**config.mk**
```make
export PLATFORM = sky130hd
export DESIGN_NAME = lzpa_queue
export DESIGN_NICKNAME = d
export VERILOG_FILES = /design/src/design/lzpa_pkg.sv /design/src/design/lzpa_queue.sv
export SDC_FILE = /design/constraint.sdc
export NUM_CORES = 1
export LEC_CHECK = 0
export ABC_AREA = 1
export BUFFER_PORTS_ARGS = -buffer_cell sky130_fd_sc_hd__buf_2
export CAP_MARGIN = 20
export CORE_ASPECT_RATIO = 0.8
export CORE_UTILIZATION = 60
export CTS_BUF_LIST = sky130_fd_sc_hd__clkbuf_8
export DETAILED_ROUTE_END_ITERATION = 8
export PLACE_DENSITY_LB_ADDON = 0.12
export SLEW_MARGIN = 15
export SYNTH_ARGS = -nofsm -noshare
export SYNTH_HDL_FRONTEND = slang
export SYNTH_SLANG_ARGS = --single-unit
```
**constraint.sdc**
```tcl
create_clock -name clk -period 2.22 [get_ports clk]
set_clock_uncertainty 0.15 [all_clocks]
set_input_delay 0.111 -clock clk [delete_from_list [all_inputs] [get_ports clk]]
set_output_delay 0.111 -clock clk [all_outputs]
set_load 0.05 [all_outputs]
```
**src/design/lzpa_pkg.sv**
```systemverilog
// Shared types and constants for the lidar zone point averager.
// No dependencies; imported by every module of the block except lzpa_div.
package lzpa_pkg;

  localparam int ANGLE_W = 24;
  localparam int MEAN_W  = 16;
  localparam int QUEUE_DEPTH = 4;
  localparam int QUEUE_AW    = $clog2(QUEUE_DEPTH);

  typedef struct packed {
    logic                      tick;
    logic                      zone;
    logic [15:0]               dist_mm;
    logic signed [ANGLE_W-1:0] angle;
  } lzpa_item_t;

  typedef struct packed {
    logic       push;
    lzpa_item_t item;
  } lzpa_push_t;

  typedef struct packed {
    logic       avail;
    lzpa_item_t item;
  } lzpa_head_t;

  localparam logic [1:0] REG_MIN_DISTANCE   = 2'd0;
  localparam logic [1:0] REG_MAX_DISTANCE   = 2'd1;
  localparam logic [1:0] REG_MIN_CONFIDENCE = 2'd2;

  localparam logic [15:0] MIN_DISTANCE_RST   = 16'd150;
  localparam logic [15:0] MAX_DISTANCE_RST   = 16'd400;
  localparam logic [7:0]  MIN_CONFIDENCE_RST = 8'd225;

  localparam logic [18:0] SPAN_BIAS = 19'd360000;
  localparam logic [18:0] SPAN_BASE = 19'd288000;
  localparam logic [17:0] TURN_1X   = 18'd36000;
  localparam logic [17:0] TURN_2X   = 18'd72000;
  localparam logic [17:0] TURN_3X   = 18'd108000;

  localparam logic [27:0] FULL_TURN_Q8    = 28'd9216000;
  localparam logic [27:0] HALF_TURN_Q8    = 28'd4608000;
  localparam logic [27:0] QUARTER_TURN_Q8 = 28'd2304000;
  localparam logic [27:0] FRONT_EDGE_Q8   = 28'd6912000;

  localparam logic [21:0] PI_MICRO = 22'd3141593;
  localparam logic [32:0] MRAD_DEN = 33'd4608000000;

endpackage

```
**src/design/lzpa_queue.sv**
```systemverilog
// Short queue between the front end and the accumulator back end.
// Depends on lzpa_pkg.
module lzpa_queue (
  input  logic                 clk,
  input  logic                 rst,
  input  lzpa_pkg::lzpa_push_t wr,
  output logic                 full,
  output lzpa_pkg::lzpa_head_t head,
  input  logic                 pop
);
  import lzpa_pkg::*;

  lzpa_item_t            mem [QUEUE_DEPTH];
  logic [QUEUE_AW-1:0]   wptr;
  logic [QUEUE_AW-1:0]   rptr;
  logic [QUEUE_AW:0]     fill;

  assign full       = fill == (QUEUE_AW + 1)'(QUEUE_DEPTH);
  assign head.avail = fill != '0;
  assign head.item  = mem[rptr];

  always_ff @(posedge clk) begin
    if (wr.push) begin
      mem[wptr] <= wr.item;
    end
  end

  always_ff @(posedge clk) begin
    if (rst) begin
      wptr <= '0;
      rptr <= '0;
      fill <= '0;
    end else begin
      if (wr.push) begin
        wptr <= wptr + 1'b1;
      end
      if (pop) begin
        rptr <= rptr + 1'b1;
      end
      fill <= fill + (QUEUE_AW + 1)'(wr.push) - (QUEUE_AW + 1)'(pop);
    end
  end

endmodule

```
==> metrics.csv, run 1 <==
stage,metric,value,unit
hold_path,worst_hold_path.num_cells,3,
place,hpwl,7720,um
setup_path,critPathArrivalTime,1820,ps
timing,setup_violations,0,
die,boundaryPins,90,
synth,synth_top_area_cell,edfxtp_1,
synth,ys_ff_latch,177,
synth,yosysWarningCount,0,
die,die-area,0.0128,mm^2
setup_path,endpoint_kind,primary output,
place,place_congestion,0.720,
timing,fin_crit,2080,ps
synth,synthTopCellsByArea,"edfxtp_1, o211ai_2, inv_1, a21oi_1, nand2_1",
cells_and_area,final_cell_mix,"edfxtp_1, inv_1, buf_2",
detailed_routing,drtIter0Drc,239,
setup_path,startpoint_type,flop,
global_route,grt_pass1_wl,20900,um
timing,final_max_slew_viol_count,0,
global_route,grt_pass1_vias,4398,
setup_path,cp_max_fo,34,
global_route,top_usage_layer,met2,
global_route,groute.usage.overall,21.8,%
power_and_ir_drop,power.leakage,0.00350,uW
timing,fin_ws,144,ps
clock_network,htreeDepth,4,
clock_network,path_clk_slew,80,ps
run_status,status,"finished, final reports clean",
clock_network,cts_tree,yes,
power_and_ir_drop,powerDensity,832,mW/mm^2
die,rows,35,
synth,syn_area,0.00738,mm^2
detailed_routing,drcViolationCount,0,
setup_path,r2r_cells,9,
detailed_routing,ant_nets,0,
global_route,antenna_found_initial,0,
global_route,grtUsageMet1,27.6,%
hold_path,hp-start,rst,
timing,tightestPinTransition,409,ps
clock_network,root_buffer,clkbuf_8,
setup_path,cp.required,1960,ps
timing,final.setup.tns,0,ps
synth,synth_fp_nets,600,
flow_run,cap_violations,0,
timing,relSlewSlack,72.7,%
hold_path,min_to,fill[1]$_SDFF_PP0_,
place,place_ws,475,ps
clock_network,numCtsBuffers,17,
die,chipWidth,126,um
global_route,met3_usage,5.76,%
detailed_routing,totalWireLength,13000,um
setup_path,critical_path_class,reg -> out,
cells_and_area,area_growth,20.3,%
detailed_routing,viasPerCell,5.20,
detailed_routing,wl_per_cell,15.4,um
die,die_y,101,um
clock_network,cts.sinks,177,
timing,rsz0062_at_grt,no,
setup_path,reg2reg_slack,480,ps
clock_network,clk_latency,440,ps
die,coreArea,0.0117,mm^2
clock_network,clockBufferDepth,2,
place,port_buffers,89,
timing,hold_viol_final,0,
timing,min_period_over_period,93.5,%
synth,yosys.cell_types.count,19,
cells_and_area,diodes,0,
global_route,grtUsageMet2,36.5,%
synth,synthCells,547,
hold_path,hold_path_class,in -> reg,
cells_and_area,mostFrequentLayoutCell,edfxtp_1,
clock_network,cts_resized,0,
detailed_routing,vias,4412,
cells_and_area,fin_nets,741,
setup_path,r2r-end,fill[2]$_SDFF_PP0_,
cells_and_area,drive_gt1_share,29.8,%
synth,syn_area_per_cell,13.5,um^2
detailed_routing,first_pass_iters,4,
power_and_ir_drop,ir_drop,0.893,mV
timing,fmax,482,MHz
global_route,grt_max_degree,45,
global_route,grt-ovfl-total,0,
synth,yosys.area.top_type_share,68.3,%
die,start_util,62.9,%
synth,ys_seq_area_share,70.8,%
setup_path,r2r_start,fill[0]$_SDFF_PP0_,
==> Yosys cell counts <==
cell type  number
fa_1            1
buf_6          13
buf_2           7
clkbuf_1        2
nand2_2        30
inv_1         101
nor2_1          3
o21ai_0        28
edfxtp_1      168
dfxtp_1         9
buf_4           5
ha_1            6
nand3_1         2
nor3_1          1
o21ai_1        18
buf_8           1
a21oi_1        48
nand2_1        62
o211ai_2       42
==> where the power goes <==
| part | internal [uW] | switching (uW) | total [uW] |
|---|---|---|---|
| clock | 1200 | 1090 | 2290 |
| sequential | 3810 | 62.9 | 3870 |
| combinational | 350 | 874 | 1220 |
==> kinds of logic (layout without fill, tap and decap cells) <==
group | after synthesis | after routing | synth area share (%)
flops | 177 | 177 | 70.8
fa+ha+maj | 7 | 7 | 1.29
compound gates | 136 | 136 | 13.5
buf+inv | 129 | 283 | 8.41
simple gates | 98 | 98 | 6.05
==> what timing repair did <==
item | 4_1_cts | 5_1_grt
hold buffers | 45 | 0
setup endpoints to repair | 0 | 13
endpoints found under the hold margin | 177 | 0
buffers inserted | 0 | 1
==> cell type report <==
type	count	area, um^2
Clock inverter	15	178
Timing Repair Buffer	150	1130
Multi-Input combinational cell	241	1540
Clock buffer	17	234
Fill cell	740	2860
Inverter	101	379
Sequential cell	177	5230
Tap cell	148	185
==> stage by stage <==
stage	std cells	util, %	hold slack (ps)	area, um^2	total power [uW]
detailed placement	771	68.2	161	8010	5110
finish	849	75.7	235	8880	7390
global route	849	75.7	243	8880	7670
floorplan	547	-	32.2	7380	4810
global placement	771	68.2	155	8010	5070
CTS	848	75.6	203	8870	7420
==> worst max-delay path: stages (launching register included) <==
cell and delay, ps:
dfxtp_4 590, buf_12 270, o211ai_2 130, nand2_1 90
buf_2 270
==> worst max path at each step <==
| stage | to | slack (ps) | depth (start not counted) |
|---|---|---|---|
| 4_1_cts | head[8] | 60 | 5 |
| 2_1_floorplan | mem[2][0]$_DFFE_PP_ | 260 | 4 |
| 3_3_place_gp | fill[2]$_SDFF_PP0_ | 540 | 9 |
| 3_5_place_dp | fill[2]$_SDFF_PP0_ | 470 | 9 |
| 6_report | head[41] | 140 | 4 |
| 5_1_grt | head[1] | 30 | 5 |
==> sequential cells by signal (all words and copies together), names as in the netlist, named ones only <==
name and cells:
fill 3, wptr 2, mem 168, rptr 2
==> per-layer routing <==
| metal | up-vias | share of wire (%) |
|---|---|---|
| li1 | 2169 | - |
| met1 | 2116 | 45 |
| met2 | 110 | 49 |
| met3 | 17 | 4.8 |
| met4 | 0 | 1.4 |
| met5 | - | 0 |
No activity file was read; power rests on OpenSTA's default activity.
==> run 2, diff against run 1 <==
--- a/config.mk
+++ b/config.mk
@@ -12,6 +12,7 @@
 export CORE_UTILIZATION = 60
 export CTS_BUF_LIST = sky130_fd_sc_hd__clkbuf_8
 export DETAILED_ROUTE_END_ITERATION = 8
+export GPL_TIMING_DRIVEN = 0
 export PLACE_DENSITY_LB_ADDON = 0.12
 export SLEW_MARGIN = 15
 export SYNTH_ARGS = -nofsm -noshare
==> metrics.csv, run 2 (synthesis gave the netlist of run 1 again) <==
stage,metric,value,unit,change
cells_and_area,multi_input_area,0.00154,mm^2,unchanged
detailed_routing,ant_nets,0,,unchanged
power_and_ir_drop,power_frac_seq,53.7,%,+1.3 points
timing,fmax,479,MHz,-0.61%
clock_network,path_clk_slew,90,ps,about the same
place,place_area,0.00809,mm^2,+1.1%
power_and_ir_drop,pwr-share-comb,18.2,%,+1.6 points
clock_network,root_buffer,clkbuf_8,,
cells_and_area,fin_area,0.00891,mm^2,+0.37%
cells_and_area,mostFrequentLayoutCell,edfxtp_1,,
detailed_routing,totalWireLength,15100,um,+16%
cells_and_area,n_fill_cell,750,,+1.4%
place,place_congestion,0.742,,+3.1%
timing,relSlewSlack,65.9,%,-6.8 points
timing,final_max_slew_viol_count,0,,unchanged
timing,hold_viol_final,0,,unchanged
cells_and_area,largest_reg_flops,168,,unchanged
die,start_util,62.9,%,unchanged
global_route,groute.usage.overall,25.2,%,+3.4 points
place,hpwl,9260,um,+20%
power_and_ir_drop,powerDensity,806,mW/mm^2,-3.2%
cells_and_area,top_regs,"mem (168), fill (3)",,
setup_path,cp.required,1960,ps,about the same
run_status,status,"finished, final reports clean",,
cells_and_area,ff_latch_area,0.00523,mm^2,-0.14%
detailed_routing,viasPerCell,5.34,,+2.8%
setup_path,critical_path_class,reg -> out,,
global_route,grt-ovfl-total,0,,unchanged
die,coreArea,0.0117,mm^2,unchanged
flow_run,cap_violations,0,,unchanged
die,die-area,0.0128,mm^2,unchanged
power_and_ir_drop,ir_drop,0.617,mV,-31%
clock_network,numCtsBuffers,17,,unchanged
die,boundaryPins,90,,unchanged
clock_network,clockBufferDepth,2,,unchanged
timing,tightestPinTransition,511,ps,+102 ps
detailed_routing,drtIter0Drc,357,,+49%
die,die_y,101,um,unchanged
setup_path,startpoint_type,flop,,
detailed_routing,vias,4628,,+4.9%
global_route,antenna_found_initial,0,,unchanged
setup_path,critPathArrivalTime,1830,ps,about the same
cells_and_area,fin_nets,758,,+2.3%
cells_and_area,regMostFlops,mem,,
power_and_ir_drop,p_int,5060,uW,-5.6%
power_and_ir_drop,power.leakage,0.00355,uW,+1.5%
cells_and_area,final_cell_mix,"edfxtp_1, inv_1, buf_2",,
clock_network,htreeDepth,4,,unchanged
timing,min_period_over_period,94.1,%,+0.57 points
setup_path,cpPeakStageDelay,430,ps,-160 ps
clock_network,clk_latency,450,ps,about the same
timing,setup_violations,0,,unchanged
timing,fin_ws,131,ps,-12.7 ps
clock_network,cts_setup_buffers,0,,unchanged
place,port_buffers,89,,unchanged
clock_network,cts.sinks,177,,unchanged
setup_path,cp_max_fo,10,,-71%
die,rows,35,,unchanged
cells_and_area,diodes,0,,unchanged
setup_path,endpoint_kind,primary output,,
global_route,grt_pass1_vias,4727,,+7.5%
cells_and_area,drive_gt1_share,31.3,%,+1.5 points
detailed_routing,wl_per_cell,17.4,um,+13%
setup_path,cp_slowest_cell,clkbuf_1,,
global_route,grt_max_degree,29,,-36%
timing,fin_crit,2090,ps,+12.7 ps
detailed_routing,first_pass_iters,5,,+1
power_and_ir_drop,swShare,29.6,%,+2.1 points
global_route,grt_pass1_wl,23600,um,+13%
hold_path,hold_path_class,in -> reg,,
timing,rsz0062_at_grt,no,,
detailed_routing,drcViolationCount,0,,unchanged
power_and_ir_drop,power.switching,2120,uW,+4.6%
setup_path,path_cells,clkbuf_1 > o211ai_2 > nand2_1 > buf_2,,
die,chipWidth,126,um,unchanged
place,place_ws,442,ps,-32.4 ps
cells_and_area,area_growth,20.7,%,
power_and_ir_drop,clockPowerShare,28.1,%,-2.9 points
clock_network,cts_tree,yes,,
[run 2: cell count changes in the layout (fill, tap and decap cells not counted), sizes merged]
cell         change
bufinv           -3
inv              +2
clkbuf           +2
clkinv           +1
dlygate4sd3      +1
buf             +14
[run 2: worst paths after layout]
check / startpoint / endpoint / slack [ps] / depth (start not counted)
setup reg to reg: fill[0]$_SDFF_PP0_ / fill[0]$_SDFF_PP0_ / 340 / 7
hold / removal: rst / fill[1]$_SDFF_PP0_ / 240 / 3
setup / recovery: flop / head[41] / 130 / 4
hold reg to reg: rptr[1]$_SDFFE_PP0P_ / rptr[1]$_SDFFE_PP0P_ / 320 / 2
[run 2: area by class of cell]
type / instances / area share [%]
Clock inverter: 15 / 1.36
Tap cell: 148 / 2.08
Sequential cell: 177 / 58.6
Inverter: 101 / 4.25
Clock buffer: 17 / 2.63
Timing Repair Buffer: 139 / 11.1
Buffer: 28 / 2.72
Multi-Input combinational cell: 241 / 17.3
[run 2: critical path, delay by kind of cell, from the launching register on]
family                 cells  cell delay (ps)
flip-flops                 1              380
AO/OA/AOI/OAI              1              170
buffers and inverters      2              700
AND/OR/NAND/NOR            1              120
[run 2: power groups by stage]
stage | Combinational (uW) | Sequential, uW | Clock (uW)
after floorplan | 881 | 3920 | 0
after global placement | 1190 | 3930 | 0
after detailed placement | 1240 | 3930 | 0
after CTS | 1310 | 3850 | 2040
after global routing | 1400 | 3870 | 2160
final | 1310 | 3850 | 2020
[run 2: timing repair]
item                                    4_1_cts  5_1_grt
hold buffers                                 46        0
gates resized for setup                       0        2
hold endpoints to repair                    177        0
endpoints found under the setup margin        0        1
[run 2: per-layer routing]
| metal | vias up | wire (um) | GRT usage [%] |
|---|---|---|---|
| met1 | 2263 | 6570 | 31.3 |
| li1 | 2201 | - | - |
| met3 | 23 | 705 | 5.02 |
| met2 | 141 | 7590 | 44.0 |
| met5 | - | 0 | 0 |
| met4 | 0 | 202 | 10.7 |
[run 2: stage by stage]
stage	util, %	hold WS [ps]	std cells	setup TNS (ps)	power [uW]
2_1_floorplan	-	32.2	547	0	4810
3_3_place_gp	68.3	153	784	-59920	5120
3_5_place_dp	69.0	160	788	0	5170
4_1_cts	75.9	207	866	0	7200
5_1_grt	75.9	232	866	0	7420
6_report	75.9	235	866	0	7180
