===== src/design/lzpa_pkg.sv =====
// Shared types and constants for the lidar zone point averager.
// No dependencies; imported by every module of the block except lzpa_div.
package lzpa_pkg;

  localparam int ANGLE_W = 24;
  localparam int MEAN_W  = 16;
  localparam int QUEUE_DEPTH = 4;
  localparam int QUEUE_AW    = $clog2(QUEUE_DEPTH);

  typedef struct packed {
    logic                      tick;
    logic                      zone;
    logic [15:0]               dist_mm;
    logic signed [ANGLE_W-1:0] angle;
  } lzpa_item_t;

  typedef struct packed {
    logic       push;
    lzpa_item_t item;
  } lzpa_push_t;

  typedef struct packed {
    logic       avail;
    lzpa_item_t item;
  } lzpa_head_t;

  localparam logic [1:0] REG_MIN_DISTANCE   = 2'd0;
  localparam logic [1:0] REG_MAX_DISTANCE   = 2'd1;
  localparam logic [1:0] REG_MIN_CONFIDENCE = 2'd2;

  localparam logic [15:0] MIN_DISTANCE_RST   = 16'd150;
  localparam logic [15:0] MAX_DISTANCE_RST   = 16'd400;
  localparam logic [7:0]  MIN_CONFIDENCE_RST = 8'd225;

  localparam logic [18:0] SPAN_BIAS = 19'd360000;
  localparam logic [18:0] SPAN_BASE = 19'd288000;
  localparam logic [17:0] TURN_1X   = 18'd36000;
  localparam logic [17:0] TURN_2X   = 18'd72000;
  localparam logic [17:0] TURN_3X   = 18'd108000;

  localparam logic [27:0] FULL_TURN_Q8    = 28'd9216000;
  localparam logic [27:0] HALF_TURN_Q8    = 28'd4608000;
  localparam logic [27:0] QUARTER_TURN_Q8 = 28'd2304000;
  localparam logic [27:0] FRONT_EDGE_Q8   = 28'd6912000;

  localparam logic [21:0] PI_MICRO = 22'd3141593;
  localparam logic [32:0] MRAD_DEN = 33'd4608000000;

endpackage


===== src/design/lzpa_div.sv =====
// Restoring divider, one quotient bit per cycle, quotient known to fit QW bits.
// Depends on nothing; used by lzpa_back.
module lzpa_div #(
  parameter int NW = 58,
  parameter int DW = 46,
  parameter int QW = 16
) (
  input  logic          clk,
  input  logic          rst,
  input  logic          start,
  input  logic [NW-1:0] num,
  input  logic [DW-1:0] den,
  output logic          done,
  output logic [QW-1:0] quo
);

  localparam int W  = (NW > DW + QW) ? NW : DW + QW;
  localparam int IW = (QW > 1) ? $clog2(QW) : 1;

  logic [W-1:0]  rem;
  logic [W-1:0]  dsh;
  logic [IW-1:0] iter;
  logic          busy;
  logic          fits;

  assign fits = rem >= dsh;

  always_ff @(posedge clk) begin
    if (rst) begin
      busy <= 1'b0;
      done <= 1'b0;
    end else begin
      done <= 1'b0;
      if (start) begin
        rem  <= W'(num);
        dsh  <= W'(den) << (QW - 1);
        iter <= '0;
        busy <= 1'b1;
      end else if (busy) begin
        if (fits) begin
          rem <= rem - dsh;
        end
        quo  <= QW'({quo, fits});
        dsh  <= dsh >> 1;
        iter <= iter + 1'b1;
        if (iter == IW'(QW - 1)) begin
          busy <= 1'b0;
          done <= 1'b1;
        end
      end
    end
  end

endmodule


===== src/design/lzpa_back.sv =====
// Back end: zone accumulators and tick reporting through a shared divider.
// Depends on lzpa_pkg and lzpa_div; pops items from lzpa_queue.
module lzpa_back #(
  parameter int ZONE_CAPACITY = 512
) (
  input  logic                 clk,
  input  logic                 rst,
  input  lzpa_pkg::lzpa_head_t head,
  output logic                 pop,
  output logic                 out_valid,
  input  logic                 out_stall,
  output logic                 zone,
  output logic [15:0]          mean_distance,
  output logic signed [12:0]   mean_angle_mrad,
  output logic [9:0]           point_count,
  output logic                 last
);
  import lzpa_pkg::*;

  localparam int CW   = $clog2(ZONE_CAPACITY + 1);
  localparam int CWX  = (CW > 10) ? CW : 10;
  localparam int DSW  = 16 + CW;
  localparam int ASW  = ANGLE_W + CW;
  localparam int AMW  = ANGLE_W - 1 + CW;
  localparam int NUMW = AMW + 22;
  localparam int DENW = 33 + CW;
  localparam logic [CW-1:0] CAP_C = CW'(ZONE_CAPACITY);

  localparam logic [2:0] B_IDLE = 3'd0;
  localparam logic [2:0] B_SEL  = 3'd1;
  localparam logic [2:0] B_MUL  = 3'd2;
  localparam logic [2:0] B_DDIV = 3'd3;
  localparam logic [2:0] B_ADIV = 3'd4;
  localparam logic [2:0] B_OUT  = 3'd5;

  logic [2:0]            state;
  logic                  zsel;
  logic [DSW-1:0]        f_dsum;
  logic signed [ASW-1:0] f_asum;
  logic [CW-1:0]         f_cnt;
  logic [DSW-1:0]        b_dsum;
  logic signed [ASW-1:0] b_asum;
  logic [CW-1:0]         b_cnt;

  logic [AMW-1:0]        mag;
  logic                  neg;
  logic [CW-1:0]         cnt_r;
  logic [NUMW-1:0]       anum;
  logic [DENW-1:0]       aden;
  logic [MEAN_W-1:0]     mean_d;

  logic [DSW-1:0]        sel_dsum;
  logic signed [ASW-1:0] sel_asum;
  logic signed [ASW-1:0] sel_abs;
  logic [CW-1:0]         sel_cnt;
  logic                  div_start;
  logic [NUMW-1:0]       div_num;
  logic [DENW-1:0]       div_den;
  logic                  div_done;
  logic [MEAN_W-1:0]     quo;
  logic signed [12:0]    ang;
  logic [CWX-1:0]        cnt_x;

  always_comb begin
    sel_dsum  = zsel ? b_dsum : f_dsum;
    sel_asum  = zsel ? b_asum : f_asum;
    sel_cnt   = zsel ? b_cnt : f_cnt;
    sel_abs   = sel_asum[ASW-1] ? -sel_asum : sel_asum;
    pop       = (state == B_IDLE) && head.avail;
    div_start = ((state == B_SEL) && (sel_cnt != '0)) || ((state == B_DDIV) && div_done);
    div_num   = (state == B_SEL) ? NUMW'(sel_dsum) : anum;
    div_den   = (state == B_SEL) ? DENW'(sel_cnt) : aden;
    ang       = {1'b0, quo[11:0]};
    cnt_x     = CWX'(cnt_r);
  end

  lzpa_div #(
    .NW (NUMW),
    .DW (DENW),
    .QW (MEAN_W)
  ) u_div (
    .clk   (clk),
    .rst   (rst),
    .start (div_start),
    .num   (div_num),
    .den   (div_den),
    .done  (div_done),
    .quo   (quo)
  );

  always_ff @(posedge clk) begin
    if (rst) begin
      state     <= B_IDLE;
      zsel      <= 1'b0;
      out_valid <= 1'b0;
      f_dsum    <= '0;
      f_asum    <= '0;
      f_cnt     <= '0;
      b_dsum    <= '0;
      b_asum    <= '0;
      b_cnt     <= '0;
    end else begin
      unique case (state)
        B_IDLE: begin
          if (head.avail) begin
            if (head.item.tick) begin
              zsel  <= 1'b0;
              state <= B_SEL;
            end else if (!head.item.zone) begin
              if (f_cnt < CAP_C) begin
                f_dsum <= f_dsum + DSW'(head.item.dist_mm);
                f_asum <= f_asum + ASW'(head.item.angle);
                f_cnt  <= f_cnt + 1'b1;
              end
            end else if (b_cnt < CAP_C) begin
              b_dsum <= b_dsum + DSW'(head.item.dist_mm);
              b_asum <= b_asum + ASW'(head.item.angle);
              b_cnt  <= b_cnt + 1'b1;
            end
          end
        end
        B_SEL: begin
          if (sel_cnt == '0) begin
            if (!zsel) begin
              zsel <= 1'b1;
            end else begin
              state <= B_IDLE;
            end
          end else begin
            mag   <= sel_abs[AMW-1:0];
            neg   <= sel_asum[ASW-1];
            cnt_r <= sel_cnt;
            state <= B_MUL;
          end
        end
        B_MUL: begin
          anum  <= NUMW'(mag) * NUMW'(PI_MICRO);
          aden  <= DENW'(cnt_r) * DENW'(MRAD_DEN);
          state <= B_DDIV;
        end
        B_DDIV: begin
          if (div_done) begin
            mean_d <= quo;
            state  <= B_ADIV;
          end
        end
        B_ADIV: begin
          if (div_done) begin
            out_valid       <= 1'b1;
            zone            <= zsel;
            mean_distance   <= mean_d;
            mean_angle_mrad <= neg ? -ang : ang;
            point_count     <= cnt_x[9:0];
            last            <= zsel || (b_cnt == '0);
            state           <= B_OUT;
          end
        end
        B_OUT: begin
          if (!out_stall) begin
            out_valid <= 1'b0;
            if (!zsel) begin
              f_dsum <= '0;
              f_asum <= '0;
              f_cnt  <= '0;
              zsel   <= 1'b1;
              state  <= B_SEL;
            end else begin
              b_dsum <= '0;
              b_asum <= '0;
              b_cnt  <= '0;
              state  <= B_IDLE;
            end
          end
        end
        default: state <= B_IDLE;
      endcase
    end
  end

endmodule


===== config.mk =====
export PLATFORM = sky130hd
export DESIGN_NAME = lzpa_back
export DESIGN_NICKNAME = d
export VERILOG_FILES = /design/src/design/lzpa_pkg.sv /design/src/design/lzpa_div.sv /design/src/design/lzpa_back.sv
export SDC_FILE = /design/constraint.sdc
export NUM_CORES = 2
export LEC_CHECK = 0
export ABC_AREA = 1
export BUFFER_PORTS_ARGS = -buffer_cell sky130_fd_sc_hd__buf_2
export CAP_MARGIN = 20
export CORE_MARGIN = 8
export CORE_UTILIZATION = 25
export CTS_BUF_LIST = sky130_fd_sc_hd__clkbuf_16
export DETAILED_ROUTE_END_ITERATION = 12
export SLEW_MARGIN = 40
export SYNTH_ARGS = -nofsm -noshare
export SYNTH_HDL_FRONTEND = slang
export SYNTH_SLANG_ARGS = --single-unit
export TNS_END_PERCENT = 100

===== constraint.sdc =====
create_clock -name clk -period 6.7 [get_ports clk]
set_clock_uncertainty 0.05 [all_clocks]
set_input_delay 0.335 -clock clk [delete_from_list [all_inputs] [get_ports clk]]
set_output_delay 0.335 -clock clk [all_outputs]
set_load 0.05 [all_outputs]

==> results.md <==
- The aggregate global routing overflow is 0.
- The total of max-cap violations is 0.
- TritonCTS built the clock tree.
- After synthesis, the share of cell area in mux cells is 0.000280.
- The slew at the pin closest to its max-slew limit is 0.831 ns.
- The register area is 12600 um^2.
- The number of hold violations in the final report was 0.
- The hold-critical path depth is 4.
- The top-level I/O count is 89.
- The via count of the first global-routing pass is 42300.
- The count of state elements after synthesis is 468.
- From synthesis to final layout, the design area changed by 12.1%.
- Leaving out fill and tap cells, the most frequent cell in the layout is sky130_fd_sc_hd__nand2_1.
- The number of antenna violations at the first check in global routing is 2.
- The routed layout has 41800 vias.
- Counting buffers and inverters, the worst setup path is 22 cells deep.
- For this design, the sink count on the clock tree is 468.
- Row generation in the floorplan step produced 162 rows.
- The final estimated routing congestion in global placement is 0.962.
- The accumulated negative setup slack is 0 ns.
- After filler insertion, the fill cell instance count of the layout stands at 21300.
- The worst hold slack across all endpoints is 0.0746 ns.
- The placed cell area is 52900 um^2.
- The number of design rule violations left after detail routing is 0.
- OpenSTA, run right after detailed placement, puts the worst setup slack at 0.00711 ns.
- The number of H-tree branching levels is 2.
- The critical path goes through fa_2 -> inv_1 -> fa_1 -> inv_1 -> fa_1 -> fa_1 -> fa_1 -> fa_1 -> inv_1 -> fa_1 -> inv_1 -> ha_1 -> nand2_1 -> buf_4 -> nor2_1 -> inv_1 -> nor2_1 -> inv_1 -> nor2_1 -> nand3b_1 -> nand3_1 -> xor2_1.
- In the finished design, the share of the clock period the worst path needs comes to 0.963.
- Counting flops with an async set or reset pin after synthesis yields a share of 0.
- The quantity of I/O buffers inserted on ports is 88.
- The worst register-to-register path begins at mag[15].
- Summed over all nets, the half-perimeter wirelength after detailed placement is 128000 um.
- The endpoint identified for the worst register-to-register timing path is anum[45].
- The slack of the critical path is 0.251 ns.
- The first global-routing pass estimated 241000 um of wire.
- The fraction of final layout cells sized beyond drive strength 1 is 0.0591.
- In the final routed layout, each cell accounts on average for 16.8 um.
- The beginning of the worst hold path is head[0].
- The cell area after synthesis is 49100 um^2.
- The region available for standard cell placement spans 195000 um^2.
- The arithmetic-cell share of the synthesized area counting full adders, half adders and majority gates is 0.286.
- The worst path needs 6.45 ns of the cycle, external delays included.
- The worst path required time is 7.06 ns.
- The DRC violation total after the first TritonRoute iteration is 2963.
- Derived from the worst setup path, the maximum achievable clock frequency is 155 MHz.
- The multi-input combinational cells in the finished layout cover a total of 31200 um^2.
- In this run the clock root is driven by a sky130_fd_sc_hd__clkbuf_16.
- Along the worst path, the maximum fanout reaches 5.
- The run finished with clean final reports.
- The average size of a mapped cell is 7.69 um^2.
- The synthesized instance count is 6380.
- The combined global-route utilization of all metal layers is 0.143.
- The combinational family with the most area after synthesis is adder cells.
- The number of nets in the synthesized netlist is 7318.
- The post-synthesis simple-gate area fraction is 0.213.
- Dividing the detail-routed via count by the number of cells gives 4.56.
- After clock tree synthesis, the clock-pin slew on the worst setup and hold paths is 0.06 ns.
- The die boundary width is 459 um.
- The startpoint class of the critical path is a register.
- Entering global routing, the biggest net connects 70 pins.
- The total count of max-transition violations in the final report is 0.
- The effective utilization at floorplan is 0.252.
- The kind of cell adding the most delay to the critical path is adder cells.
- The synthesized netlist contains 55 unique library cells.
- The top cell types in the final layout, fill and taps aside, are 1528 x sky130_fd_sc_hd__nand2_1, 1283 x sky130_fd_sc_hd__inv_1, 507 x sky130_fd_sc_hd__ha_1.
- The worst-case hold path end point is f_asum[0].
- Yosys printed 0 warnings.
- Setup violations remaining at the end of the flow were counted as 0.
- The maximum cell stage delay along the critical path is 0.62 ns.
- The number of search-and-repair iterations in the first detailed-routing pass is 5.
- By startpoint and endpoint, the worst setup path is classified as register to register.
- The area of the die is 211000 um^2.
- The capturing element type of the critical path is a register.
- The compound-cell area share of the yosys netlist is 0.100.
- The worst setup slack for register-to-register paths is 0.25 ns.
- The number of enable-type register cells in the synthesized netlist is 321.
- The data arrival time of the critical path is 6.81 ns.
- The vertical die dimension is 459 um.
- The net total in the final layout is 7445.
- The worst reg-to-reg path cell count is 22.
- The clock insertion delay at the later pin of the skew report is 0.67 ns.
- The maximum clock path buffer count is 3.
- The worst hold path belongs to the class primary input to register.
- The synthesized-area fraction occupied by xor and xnor cells is 0.0341.
- The final antenna-violating net count is 0.
- Summed over all layers, the routed wires come to 155000 um.
- The share of the Yosys chip area taken by registers is 0.256.
- The number of buffers and inverters on the critical path is 7.
- The number of buffers created by CTS is 53.
- The area of all placed cells without fillers is 55000 um^2.
- The slowest stage of the critical path belongs to the cell sky130_fd_sc_hd__fa_2.
- The worst slew slack as a fraction of its limit is 0.446.
- Among all flip-flop cells after synthesis, the most frequent one is sky130_fd_sc_hd__edfxtp_1.
## worst reg2reg max path: cells and delay by family, from the launching register on
| kind | cells | cell delay, ns |
|---|---|---|
| simple gates | 6 | 0.90 |
| fa+ha+maj | 8 | 4.15 |
| buf+inv | 7 | 0.52 |
| xor+xnor | 1 | 0.08 |
| flops | 1 | 0.48 |
## worst max-delay path by stage
stage | from | end | slack (ns)
detailed placement | mag[15] | anum[40] | 0.007
global route | mag[3] | anum[41] | -0.0007
finish | mag[15] | anum[45] | 0.25
CTS | mag[15] | anum[38] | 0.004
floorplan | mag[7] | anum[52] | 0.72
global placement | mag[15] | anum[40] | -0.0006
## cells in the mapped netlist, types with 4 or more instances
cell | instances | area [um^2]
sky130_fd_sc_hd__a21boi_0 | 4 | 30.0
sky130_fd_sc_hd__a21o_1 | 24 | 180
sky130_fd_sc_hd__a21oi_1 | 466 | 2330
sky130_fd_sc_hd__a31oi_1 | 12 | 75.1
sky130_fd_sc_hd__buf_2 | 28 | 140
sky130_fd_sc_hd__buf_4 | 4 | 30.0
sky130_fd_sc_hd__buf_6 | 12 | 135
sky130_fd_sc_hd__clkbuf_1 | 39 | 146
sky130_fd_sc_hd__dfxtp_1 | 147 | 2940
sky130_fd_sc_hd__edfxtp_1 | 321 | 9640
sky130_fd_sc_hd__fa_1 | 382 | 7650
sky130_fd_sc_hd__ha_1 | 510 | 6380
sky130_fd_sc_hd__inv_1 | 1284 | 4820
sky130_fd_sc_hd__inv_2 | 19 | 71.3
sky130_fd_sc_hd__nand2_1 | 1531 | 5750
sky130_fd_sc_hd__nand2_2 | 13 | 81.3
sky130_fd_sc_hd__nand3_1 | 268 | 1340
sky130_fd_sc_hd__nand3_2 | 10 | 100
sky130_fd_sc_hd__nand3b_1 | 17 | 128
sky130_fd_sc_hd__nand4_1 | 67 | 419
sky130_fd_sc_hd__nor2_1 | 493 | 1850
sky130_fd_sc_hd__nor2_2 | 10 | 62.6
sky130_fd_sc_hd__nor2_4 | 4 | 45.0
sky130_fd_sc_hd__nor3_1 | 65 | 325
sky130_fd_sc_hd__nor3_2 | 4 | 40.0
sky130_fd_sc_hd__nor3b_1 | 4 | 30.0
sky130_fd_sc_hd__nor4_1 | 14 | 87.6
sky130_fd_sc_hd__o211ai_1 | 19 | 143
sky130_fd_sc_hd__o21a_1 | 11 | 82.6
sky130_fd_sc_hd__o21ai_0 | 245 | 1230
sky130_fd_sc_hd__o21ai_1 | 60 | 300
sky130_fd_sc_hd__o21ai_2 | 20 | 175
sky130_fd_sc_hd__o21bai_1 | 30 | 225
sky130_fd_sc_hd__o22ai_1 | 10 | 62.6
sky130_fd_sc_hd__or2_1 | 6 | 37.5
sky130_fd_sc_hd__or2_2 | 11 | 68.8
sky130_fd_sc_hd__xnor2_1 | 71 | 622
sky130_fd_sc_hd__xor2_1 | 120 | 1050
## logic make-up after synthesis
logic type	after synthesis
simple gates	2524
buf+inv	1395
compound gates	909
fa+ha+maj	892
flops	468
xor+xnor	191
mux	1
## repair_timing
action                     4_1_cts  5_1_grt
hold endpoints to repair         2        0
hold buffers                     2        0
buffers inserted                 0        8
setup endpoints to repair        1       20
gates resized for setup          1       36
pin swaps                        0        2
## layout make-up
class	instances	share of cell area
multi-input combinational	4517	0.567
sequential	468	0.229
inverter	1305	0.0892
tap	2624	0.0597
clock buffer	53	0.0241
timing repair buffer	162	0.0192
clock inverter	47	0.0120
antenna	2	0.0000909
## per-stage QoR
step,utilization,std cells
global route,0.282,9176
finish,0.282,9178
CTS,0.281,9167
floorplan,-,6380
detailed placement,0.271,9065
global placement,0.271,9062
## routing by layer
layer  global-route usage  share of wire  vias up
li1                     -              -    20600
met2                0.244           0.46     1083
met1                0.191           0.46    20000
met3               0.0173          0.052      218
met4               0.0362          0.028        0
met5                    0              0        -
## registers in the layout, indices dropped and copies added, names as in the netlist, 3 cells and up
signal,count
cnt_r,10
mag,33
mean_distance,16
b_cnt,10
f_asum,34
u_div.dsh,58
u_div.quo,16
anum,55
f_dsum,26
u_div.rem,59
mean_angle_mrad,13
b_asum,34
f_cnt,10
mean_d,16
b_dsum,26
state,3
point_count,10
u_div.iter,4
aden,28
Power is not shown: default switching activity piles up to over one toggle a cycle in this logic, so the estimate is an artifact.
